$ cat src/rtl/ssu_pkg.sv
`timescale 1ns / 1ps
// ----------------------------------------------------------------------------
// ssu_pkg
// Shared types, codes and tables of the stereo to surround upmixer.
// ----------------------------------------------------------------------------
package ssu_pkg;

   localparam int NUM_SPEAKERS = 8;
   localparam int SPK_BITS     = 3;
   localparam int LFE_EXTRA    = 8;

   // 0.70710678 in Q0.32, kept with a zero sign bit
   localparam logic signed [32:0] REAR_GAIN = 33'sd3037000499;

   localparam int LP_GAIN_RESET = 1021;

   // configuration register indexes
   localparam int CSR_INDEX_WIDTH = 1;
   localparam logic [CSR_INDEX_WIDTH-1:0] CSR_LAYOUT_MODE = 1'd0;
   localparam logic [CSR_INDEX_WIDTH-1:0] CSR_LP_GAIN     = 1'd1;

   // layout codes
   localparam int LAYOUT_BITS = 3;
   localparam logic [LAYOUT_BITS-1:0] LAYOUT_STEREO     = 3'd0;
   localparam logic [LAYOUT_BITS-1:0] LAYOUT_QUAD       = 3'd1;
   localparam logic [LAYOUT_BITS-1:0] LAYOUT_FIVE_ONE_B = 3'd2;
   localparam logic [LAYOUT_BITS-1:0] LAYOUT_FIVE_ONE_S = 3'd3;
   localparam logic [LAYOUT_BITS-1:0] LAYOUT_SEVEN_ONE  = 3'd4;

   // speaker codes
   localparam logic [SPK_BITS-1:0] SPK_FL  = 3'd0;
   localparam logic [SPK_BITS-1:0] SPK_FR  = 3'd1;
   localparam logic [SPK_BITS-1:0] SPK_FC  = 3'd2;
   localparam logic [SPK_BITS-1:0] SPK_LFE = 3'd3;
   localparam logic [SPK_BITS-1:0] SPK_BL  = 3'd4;
   localparam logic [SPK_BITS-1:0] SPK_BR  = 3'd5;
   localparam logic [SPK_BITS-1:0] SPK_SL  = 3'd6;
   localparam logic [SPK_BITS-1:0] SPK_SR  = 3'd7;

   // sample slots of one queued frame
   localparam int NUM_SLOTS   = 6;
   localparam int SLOT_LEFT   = 0;
   localparam int SLOT_RIGHT  = 1;
   localparam int SLOT_REAR_L = 2;
   localparam int SLOT_REAR_R = 3;
   localparam int SLOT_CENTRE = 4;
   localparam int SLOT_LFE    = 5;

   localparam int QUEUE_DEPTH = 2;
   localparam int QUEUE_PTR_W = $clog2(QUEUE_DEPTH);

   typedef logic [NUM_SPEAKERS-1:0] spk_mask_type;

   typedef struct packed {
      spk_mask_type mask;
      logic         last;
   } frame_ctrl_type;

   function automatic spk_mask_type layout_mask(input logic [LAYOUT_BITS-1:0] mode);
      spk_mask_type m;
      case (mode)
         LAYOUT_QUAD:       m = 8'h33;
         LAYOUT_FIVE_ONE_B: m = 8'h3F;
         LAYOUT_FIVE_ONE_S: m = 8'hCF;
         LAYOUT_SEVEN_ONE:  m = 8'hFF;
         default:           m = 8'h03;   // stereo and unused codes
      endcase
      return m;
   endfunction

endpackage

$ cat src/rtl/ssu_queue.sv
`timescale 1ns / 1ps
// ----------------------------------------------------------------------------
// ssu_queue
// Short frame queue between the front and back ends.
// ----------------------------------------------------------------------------
module ssu_queue
   import ssu_pkg::*;
#(
   parameter int WIDTH = 96
) (
   input  logic             clock,
   input  logic             reset,
   input  logic             push,
   input  logic [WIDTH-1:0] push_data,
   input  frame_ctrl_type   push_ctrl,
   output logic             full,
   output logic             pop_valid,
   input  logic             pop,
   output logic [WIDTH-1:0] pop_data,
   output frame_ctrl_type   pop_ctrl
);

   logic [WIDTH-1:0]     data_ff [QUEUE_DEPTH];
   frame_ctrl_type       ctrl_ff [QUEUE_DEPTH];
   logic [QUEUE_PTR_W-1:0] wr_ptr_ff, wr_ptr_in;
   logic [QUEUE_PTR_W-1:0] rd_ptr_ff, rd_ptr_in;
   logic [QUEUE_PTR_W:0]   count_ff, count_in;
   logic do_push, do_pop;

   assign full      = (count_ff == (QUEUE_PTR_W+1)'(QUEUE_DEPTH));
   assign pop_valid = (count_ff != '0);
   assign do_push   = push && !full;
   assign do_pop    = pop && pop_valid;
   assign pop_data  = data_ff[rd_ptr_ff];
   assign pop_ctrl  = ctrl_ff[rd_ptr_ff];

   always_comb begin
      wr_ptr_in = wr_ptr_ff;
      rd_ptr_in = rd_ptr_ff;
      count_in  = count_ff;
      if (do_push) begin
         wr_ptr_in = (wr_ptr_ff == QUEUE_PTR_W'(QUEUE_DEPTH-1)) ? '0 : wr_ptr_ff + 1'b1;
      end
      if (do_pop) begin
         rd_ptr_in = (rd_ptr_ff == QUEUE_PTR_W'(QUEUE_DEPTH-1)) ? '0 : rd_ptr_ff + 1'b1;
      end
      if (do_push && !do_pop) begin
         count_in = count_ff + 1'b1;
      end else if (do_pop && !do_push) begin
         count_in = count_ff - 1'b1;
      end
   end

   always_ff @(posedge clock) begin
      if (reset) begin
         wr_ptr_ff <= '0;
         rd_ptr_ff <= '0;
         count_ff  <= '0;
      end else begin
         wr_ptr_ff <= wr_ptr_in;
         rd_ptr_ff <= rd_ptr_in;
         count_ff  <= count_in;
      end
   end

   always_ff @(posedge clock) begin
      if (do_push) begin
         data_ff[wr_ptr_ff] <= push_data;
         ctrl_ff[wr_ptr_ff] <= push_ctrl;
      end
   end

endmodule

$ cat src/rtl/ssu_front.sv
`timescale 1ns / 1ps
// ----------------------------------------------------------------------------
// ssu_front
// Takes stereo words, derives centre, rear and LFE samples and the speaker
// mask of the layout, and hands each frame to the queue.
// ----------------------------------------------------------------------------
module ssu_front
   import ssu_pkg::*;
#(
   parameter int SAMPLE_WIDTH = 16,
   parameter int COEFF_WIDTH  = 16
) (
   input  logic                              clock,
   input  logic                              reset,
   input  logic                              req_valid,
   output logic                              req_stall,
   input  logic signed [SAMPLE_WIDTH-1:0]    req_left_sample,
   input  logic signed [SAMPLE_WIDTH-1:0]    req_right_sample,
   input  logic                              req_last_frame,
   input  logic [LAYOUT_BITS-1:0]            layout_mode,
   input  logic [COEFF_WIDTH-1:0]            lp_gain,
   input  logic                              q_full,
   output logic                              q_push,
   output logic [NUM_SLOTS*SAMPLE_WIDTH-1:0] q_data,
   output frame_ctrl_type                    q_ctrl
);

   localparam int SW = SAMPLE_WIDTH;
   localparam int LW = SAMPLE_WIDTH + LFE_EXTRA;

   logic                 hold_valid_ff, hold_valid_in;
   logic signed [SW-1:0] left_ff, right_ff;
   logic                 last_ff;
   logic signed [LW-1:0] level_ff, level_in;
   logic                 accept;
   spk_mask_type         mask;

   logic signed [SW:0]               sum;
   logic signed [SW-1:0]             centre;
   logic signed [SW+32:0]            rear_l_prod, rear_r_prod;
   logic signed [LW-1:0]             target;
   logic signed [LW:0]               diff;
   logic signed [LW+COEFF_WIDTH+1:0] lfe_prod;
   logic signed [LW-1:0]             lfe_next;

   assign req_stall = hold_valid_ff && q_full;
   assign accept    = req_valid && !req_stall;
   assign q_push    = hold_valid_ff && !q_full;
   assign mask      = layout_mask(layout_mode);

   always_comb begin
      sum         = {left_ff[SW-1], left_ff} + {right_ff[SW-1], right_ff};
      centre      = sum[SW:1];   // floor of half
      rear_l_prod = left_ff * REAR_GAIN;
      rear_r_prod = right_ff * REAR_GAIN;
      // one-pole low-pass on the widened centre
      target      = {centre, {LFE_EXTRA{1'b0}}};
      diff        = {target[LW-1], target} - {level_ff[LW-1], level_ff};
      lfe_prod    = diff * $signed({1'b0, lp_gain});
      lfe_next    = level_ff + lfe_prod[LW+COEFF_WIDTH-1:COEFF_WIDTH];
   end

   always_comb begin
      hold_valid_in = accept || (hold_valid_ff && !q_push);
      level_in      = level_ff;
      if (q_push && mask[SPK_LFE]) begin
         level_in = lfe_next;
      end
   end

   always_comb begin
      q_data = '0;
      q_data[SLOT_LEFT*SW   +: SW] = left_ff;
      q_data[SLOT_RIGHT*SW  +: SW] = right_ff;
      q_data[SLOT_REAR_L*SW +: SW] = rear_l_prod[SW+31:32];
      q_data[SLOT_REAR_R*SW +: SW] = rear_r_prod[SW+31:32];
      q_data[SLOT_CENTRE*SW +: SW] = centre;
      q_data[SLOT_LFE*SW    +: SW] = lfe_next[LW-1:LFE_EXTRA];
      q_ctrl.mask = mask;
      q_ctrl.last = last_ff;
   end

   always_ff @(posedge clock) begin
      if (reset) begin
         hold_valid_ff <= 1'b0;
         level_ff      <= '0;
      end else begin
         hold_valid_ff <= hold_valid_in;
         level_ff      <= level_in;
      end
   end

   always_ff @(posedge clock) begin
      if (accept) begin
         left_ff  <= req_left_sample;
         right_ff <= req_right_sample;
         last_ff  <= req_last_frame;
      end
   end

endmodule

$ cat src/rtl/ssu_back.sv
`timescale 1ns / 1ps
// ----------------------------------------------------------------------------
// ssu_back
// Walks the speaker mask of each queued frame and sends one channel word
// per cycle while rsp_stall is low, through the output register.
// ----------------------------------------------------------------------------
module ssu_back
   import ssu_pkg::*;
#(
   parameter int SAMPLE_WIDTH = 16
) (
   input  logic                              clock,
   input  logic                              reset,
   input  logic                              q_valid,
   input  logic [NUM_SLOTS*SAMPLE_WIDTH-1:0] q_data,
   input  frame_ctrl_type                    q_ctrl,
   output logic                              q_pop,
   output logic                              rsp_valid,
   input  logic                              rsp_stall,
   output logic signed [SAMPLE_WIDTH-1:0]    rsp_channel_sample,
   output logic [SPK_BITS-1:0]               rsp_speaker,
   output logic                              rsp_last_in_frame,
   output logic                              rsp_last_of_buffer
);

   localparam int SW = SAMPLE_WIDTH;

   spk_mask_type                 rem_ff, rem_in;
   logic [NUM_SLOTS*SW-1:0]      cur_data_ff;
   logic                         cur_last_ff;
   logic                         out_valid_ff, out_valid_in;
   logic signed [SW-1:0]         out_sample_ff;
   logic [SPK_BITS-1:0]          out_speaker_ff;
   logic                         out_lif_ff, out_lob_ff;

   logic                 busy, out_free, emit, done;
   logic [SPK_BITS-1:0]  sel;
   spk_mask_type         rem_clr;
   logic signed [SW-1:0] value;

   assign busy     = (rem_ff != '0);
   assign out_free = !out_valid_ff || !rsp_stall;
   assign emit     = busy && out_free;

   // lowest pending speaker
   always_comb begin
      sel = '0;
      for (int i = NUM_SPEAKERS-1; i >= 0; i--) begin
         if (rem_ff[i]) begin
            sel = SPK_BITS'(i);
         end
      end
      rem_clr = rem_ff & ~(spk_mask_type'(1) << sel);
      done    = (rem_clr == '0);
   end

   // next frame loads as the current one sends its final word
   assign q_pop = q_valid && (!busy || (emit && done));

   always_comb begin
      case (sel)
         SPK_FL:          value = cur_data_ff[SLOT_LEFT*SW   +: SW];
         SPK_FR:          value = cur_data_ff[SLOT_RIGHT*SW  +: SW];
         SPK_FC:          value = cur_data_ff[SLOT_CENTRE*SW +: SW];
         SPK_LFE:         value = cur_data_ff[SLOT_LFE*SW    +: SW];
         SPK_BL, SPK_SL:  value = cur_data_ff[SLOT_REAR_L*SW +: SW];
         SPK_BR, SPK_SR:  value = cur_data_ff[SLOT_REAR_R*SW +: SW];
         default:         value = '0;
      endcase
   end

   always_comb begin
      rem_in = rem_ff;
      if (q_pop) begin
         rem_in = q_ctrl.mask;
      end else if (emit) begin
         rem_in = rem_clr;
      end
      out_valid_in = emit || (out_valid_ff && rsp_stall);
   end

   always_ff @(posedge clock) begin
      if (reset) begin
         rem_ff       <= '0;
         out_valid_ff <= 1'b0;
      end else begin
         rem_ff       <= rem_in;
         out_valid_ff <= out_valid_in;
      end
   end

   always_ff @(posedge clock) begin
      if (q_pop) begin
         cur_data_ff <= q_data;
         cur_last_ff <= q_ctrl.last;
      end
      if (emit) begin
         out_sample_ff  <= value;
         out_speaker_ff <= sel;
         out_lif_ff     <= done;
         out_lob_ff     <= done && cur_last_ff;
      end
   end

   assign rsp_valid          = out_valid_ff;
   assign rsp_channel_sample = out_sample_ff;
   assign rsp_speaker        = out_speaker_ff;
   assign rsp_last_in_frame  = out_lif_ff;
   assign rsp_last_of_buffer = out_lob_ff;

endmodule

$ cat src/rtl/stereo_surround_upmixer_top.sv
`timescale 1ns / 1ps
// ----------------------------------------------------------------------------
// stereo_surround_upmixer_top
// Stereo to surround upmixer: one stereo frame in, its speaker channels out.
// ----------------------------------------------------------------------------
// Input channel (req_): one word per stereo frame, accepted when req_valid
// is high and req_stall low. Output channel (rsp_): one word per speaker of
// the selected layout in ascending speaker order, accepted when rsp_valid is
// high and rsp_stall low; last_in_frame flags the frame's final channel and
// carries last_of_buffer along with it.
// Config (csr_): csr_ready is always high; index 0 layout_mode, index 1
// LFE low-pass gain. Write only while the block holds no frame.
// A frame passes the front end's hold register, the queue, the back end's
// frame register and the output register before its words show on rsp_.
// They leave one per cycle while rsp_stall is low, one per speaker of the
// layout (2 to 8), set by the back end's single output register. The front
// end and two-frame queue take frames while the back end is busy or stalled.
// A stalled output word holds; the queue fills and req_stall rises.
// Reset clears the LFE filter level, the queue and the output register and
// loads layout stereo and the default LFE coefficient.
// ----------------------------------------------------------------------------
module stereo_surround_upmixer_top
   import ssu_pkg::*;
#(
   parameter int SAMPLE_WIDTH = 16,
   parameter int COEFF_WIDTH  = 16
) (
   input  logic                           clock,
   input  logic                           reset,
   input  logic                           req_valid,
   output logic                           req_stall,
   input  logic signed [SAMPLE_WIDTH-1:0] req_left_sample,
   input  logic signed [SAMPLE_WIDTH-1:0] req_right_sample,
   input  logic                           req_last_frame,
   output logic                           rsp_valid,
   input  logic                           rsp_stall,
   output logic signed [SAMPLE_WIDTH-1:0] rsp_channel_sample,
   output logic [SPK_BITS-1:0]            rsp_speaker,
   output logic                           rsp_last_in_frame,
   output logic                           rsp_last_of_buffer,
   input  logic                           csr_valid,
   output logic                           csr_ready,
   input  logic [CSR_INDEX_WIDTH-1:0]     csr_index,
   input  logic [COEFF_WIDTH-1:0]         csr_wdata
);

   localparam int DW = NUM_SLOTS * SAMPLE_WIDTH;

   logic [LAYOUT_BITS-1:0] layout_mode_ff, layout_mode_in;
   logic [COEFF_WIDTH-1:0] lp_gain_ff, lp_gain_in;

   logic           q_full, q_push, q_valid, q_pop;
   logic [DW-1:0]  push_data, pop_data;
   frame_ctrl_type push_ctrl, pop_ctrl;

   assign csr_ready = 1'b1;

   always_comb begin
      layout_mode_in = layout_mode_ff;
      lp_gain_in     = lp_gain_ff;
      if (csr_valid && csr_ready) begin
         case (csr_index)
            CSR_LAYOUT_MODE: layout_mode_in = csr_wdata[LAYOUT_BITS-1:0];
            CSR_LP_GAIN:     lp_gain_in     = csr_wdata;
            default:         ;
         endcase
      end
   end

   always_ff @(posedge clock) begin
      if (reset) begin
         layout_mode_ff <= LAYOUT_STEREO;
         lp_gain_ff     <= COEFF_WIDTH'(LP_GAIN_RESET);
      end else begin
         layout_mode_ff <= layout_mode_in;
         lp_gain_ff     <= lp_gain_in;
      end
   end

   ssu_front #(
      .SAMPLE_WIDTH(SAMPLE_WIDTH),
      .COEFF_WIDTH (COEFF_WIDTH)
   ) u_front (
      .clock           (clock),
      .reset           (reset),
      .req_valid       (req_valid),
      .req_stall       (req_stall),
      .req_left_sample (req_left_sample),
      .req_right_sample(req_right_sample),
      .req_last_frame  (req_last_frame),
      .layout_mode     (layout_mode_ff),
      .lp_gain         (lp_gain_ff),
      .q_full          (q_full),
      .q_push          (q_push),
      .q_data          (push_data),
      .q_ctrl          (push_ctrl)
   );

   ssu_queue #(
      .WIDTH(DW)
   ) u_queue (
      .clock    (clock),
      .reset    (reset),
      .push     (q_push),
      .push_data(push_data),
      .push_ctrl(push_ctrl),
      .full     (q_full),
      .pop_valid(q_valid),
      .pop      (q_pop),
      .pop_data (pop_data),
      .pop_ctrl (pop_ctrl)
   );

   ssu_back #(
      .SAMPLE_WIDTH(SAMPLE_WIDTH)
   ) u_back (
      .clock             (clock),
      .reset             (reset),
      .q_valid           (q_valid),
      .q_data            (pop_data),
      .q_ctrl            (pop_ctrl),
      .q_pop             (q_pop),
      .rsp_valid         (rsp_valid),
      .rsp_stall         (rsp_stall),
      .rsp_channel_sample(rsp_channel_sample),
      .rsp_speaker       (rsp_speaker),
      .rsp_last_in_frame (rsp_last_in_frame),
      .rsp_last_of_buffer(rsp_last_of_buffer)
   );

endmodule

$ cat config.mk
export PLATFORM = sky130hd
export DESIGN_NAME = stereo_surround_upmixer_top
export DESIGN_NICKNAME = d
export VERILOG_FILES = /design/src/rtl/ssu_pkg.sv /design/src/rtl/ssu_queue.sv /design/src/rtl/ssu_front.sv /design/src/rtl/ssu_back.sv /design/src/rtl/stereo_surround_upmixer_top.sv
export SDC_FILE = /design/constraint.sdc
export NUM_CORES = 2
export LEC_CHECK = 0
export BUFFER_PORTS_ARGS = -buffer_cell sky130_fd_sc_hd__buf_2
export CAP_MARGIN = 30
export CORE_MARGIN = 3
export CORE_UTILIZATION = 60
export DETAILED_ROUTE_END_ITERATION = 6
export MAX_ROUTING_LAYER = met4
export PLACE_DENSITY = 0.81
export SLEW_MARGIN = 20
export SYNTH_ARGS = -nofsm -noshare
export SYNTH_HDL_FRONTEND = slang
export SYNTH_SLANG_ARGS = --single-unit
$ cat constraint.sdc
create_clock -name clock -period 19.6 [get_ports clock]
set_clock_uncertainty 0.1 [all_clocks]
set_input_delay 1.96 -clock clock [delete_from_list [all_inputs] [get_ports clock]]
set_output_delay 1.96 -clock clock [all_outputs]
set_load 0.02 [all_outputs]
==> impl_results.md <==
- Status: completed
- Max Cap Viol: 0
- Setup WS pre-CTS: slightly above 7 ns
- CTS tree: done
- Hpwl dp: 82700 µm
- Width of the die: 280 µm
- Min Tclk post-route: between 10 and 15 ns
- Latest clock arrival within the worst-skew pair: ~0.58 ns
- Initial antenna violation count: 1
- Post-synth top area share: between 20% and 30%
- Buf/Inv on CP: 7
- GR Overflow Total: 0
- CTS Buf Count: between 40 and 50
- Hold Violations, Final: 0
- Delay-heaviest family, CP: adder cells
- Clk slew on worst S/H paths: 0.06 ns
- Setup Buffers After CTS: 0
- Total die area: approximately 80000 µm²
- Critical-path top delay cell: edfxtp_1
- Fin Setup TNS: 0 ns
- Critical Path AT: roughly 13 ns
- Layout cells sized above 1: under 10%
- Post-Syn Instances: 4190
- Core Box Area: approximately 74000 µm²
- Fin nets: between 5000 and 6000
- Drt total wl: 106000 µm
- Worst setup margin: a little under 7 ns
- DR WL/cell: between 20 and 25 µm
- Met1 Wirelength: just over 40000 µm
- Crit-path max cell delay: around 0.81 ns
- Count leader, synth: inv_1
- Final cycle utilization of the critical path: about 65%
- # fillers: about 5300
- Post-synth top flop: edfxtp_1
- Hold-fix buffers, CTS: 0
- Area contributors post-synth: fa_1 (30%), edfxtp_1 (23%), ha_1 (15%)
- Avg Vias per Cell: about 5.7
- H-tree Lvls: 2
- Mapped Nets: approximately 5500
- Worst min-delay path category: reg2reg
- FFs w/ async S/R, synth: 0%
- Antenna-violating nets left: 0
- Worst slew margin: between 10% and 20%
- Met3 WL post-DR: ~8600 µm
- Max Fclk: ~0.08 GHz
- Slew Limit Fails: 0
- Post-route DRC: 0
- CP Class: reg2reg
- Total track usage: 28.8%
- Finish-stage setup viols: 0
- First drt pass iteration count: 6
- Num rows: 99
- Register bit count reported by yosys: 409
- PostCTS Resize Cnt: 0
- Largest net degree at the start of global routing: 76
- Num ports: approximately 80
- First-pass GRT wire length: about 170000 µm
- Post-route insts no fill: roughly 5300
- Syn Area/Cell: 10.8 µm²
- Critical path peak fanout: 16
- Die height: about 280 µm
- Top post-synthesis cells by count: inv_1 (1006), fa_1 (670), ha_1 (548), edfxtp_1 (351), nand2_1 (349)
- Starting density of the core: between 60% and 70%
- CP Launch Type: flip-flop
- Vias in the first global route: 32215
- Bufs on Longest Clock Path: 3
- Netlist Area Pre-Place: roughly 45000 µm²
- CTS root buf: clkbuf_16
- RSZ-0062 raised after global routing: no
- Critical path capture point type: flip-flop
- Area growth syn-to-layout: 7.73%
- Worst-margin pin slew: about 1.2 ns
- Cell variety after synth: a little over 80
- Final Wtd Congestion: 0.951
- Top layer in use: met4
- Dominant cell type by area after synthesis: fa_1
- Data required, critical path: 19.99 ns
- Vias: 29964
- IO buf count: between 70 and 80
- Placed cells: 5185
- Clock Sinks: 409
- Metal2 WL: 51300 µm
- Synth warnings: 0
- Register area share after synthesis: about 26%
- Post-synth EDFFs: ~350
- Drt first-iter violations: 2385
-- tightest hold or removal path, cell delays in order (launching register included) --
cell and delay [ns]:
dfxtp_1 0.33, nand2_1 0.06, a21oi_1 0.06
-- worst paths after layout --
| kind | from | endpoint | slack [ns] | cells past startpoint |
|---|---|---|---|---|
| hold reg to reg | u_front.level_ff[14] | u_front.level_ff[14] | 0.40 | 2 |
| hold / removal | u_front.level_ff[14] | u_front.level_ff[14] | 0.40 | 2 |
| setup reg to reg | u_front.left_ff[1] | u_front.level_ff[23] | 6.77 | 46 |
| setup / recovery | u_front.left_ff[1] | u_front.level_ff[23] | 6.77 | 46 |
-- cell type report --
class                      instances  area (µm²)  area share (%)
multi-input combinational       2671       29300            60.3
sequential                       409       11700            24.1
inverter                        1006        3780            7.78
tap                              959        1200            2.47
clock buffer                      50        1140            2.36
timing repair buffer             148        1070            2.20
clock inverter                    28         378           0.778
antenna                            2        5.00          0.0103
-- placed cells by master, fill, tap and decap left out, types with 8 or more instances in the layout --
master,count
nand3_1,24
nand2_1,349
xnor2_2,9
and2_1,193
a222oi_1,16
o21bai_1,10
xor2_1,30
clkbuf_16,45
and3_1,9
o21a_1,28
bufinv_16,8
buf_4,56
or3_1,9
a31oi_1,25
buf_2,77
nand3b_1,13
nor2_1,116
inv_1,1005
nor3_1,31
a21o_1,45
nand4_1,10
edfxtp_1,351
ha_1,548
fa_1,670
o21ai_0,68
mux2_2,99
dfxtp_1,57
xnor2_1,90
a211oi_1,11
buf_8,9
a21oi_1,123
nor2b_1,17
or2_2,12
nand2b_1,18
-- stage by stage --
step / hold WS [ns] / area [µm²] / util [%]
2_1_floorplan: 0.321 / 45100 / -
3_3_place_gp: 0.373 / 46800 / 63.5
3_5_place_dp: 0.386 / 46900 / 63.6
4_1_cts: 0.396 / 48400 / 65.7
5_1_grt: 0.408 / 48600 / 65.9
6_report: 0.396 / 48600 / 65.9
-- sequential cells by signal (all words and copies together) (netlist names), 2 cells and up, named ones only --
register,cells
layout_mode_ff,3
u_back.cur_data_ff,96
u_back.rsp_speaker,3
u_queue.ctrl_ff,8
u_back.rsp_channel_sample,16
u_back.rem_ff,8
lp_gain_ff,16
u_front.left_ff,16
u_front.level_ff,24
u_queue.data_ff,192
u_queue.count_ff,2
u_front.right_ff,16
-- per-layer routing --
| metal | track usage [%] | up-vias |
|---|---|---|
| met5 | - | - |
| met4 | 12.3 | 0 |
| met3 | 4.01 | 312 |
| met2 | 46.9 | 1313 |
| met1 | 36.5 | 14927 |
| li1 | - | 13412 |
-- cell families after synthesis --
| family | Yosys count | synth area share, % |
|---|---|---|
| buf+inv | 1110 | 9.31 |
| compound gates | 388 | 5.61 |
| xor+xnor | 134 | 2.70 |
| simple gates | 826 | 8.88 |
| other cells | 1 | 0.00832 |
| flops | 409 | 26.0 |
| fa+ha+maj | 1218 | 45.0 |
| mux | 104 | 2.58 |
Power is not shown: default switching activity piles up to over one toggle a cycle in this logic, so the estimate is an artifact.
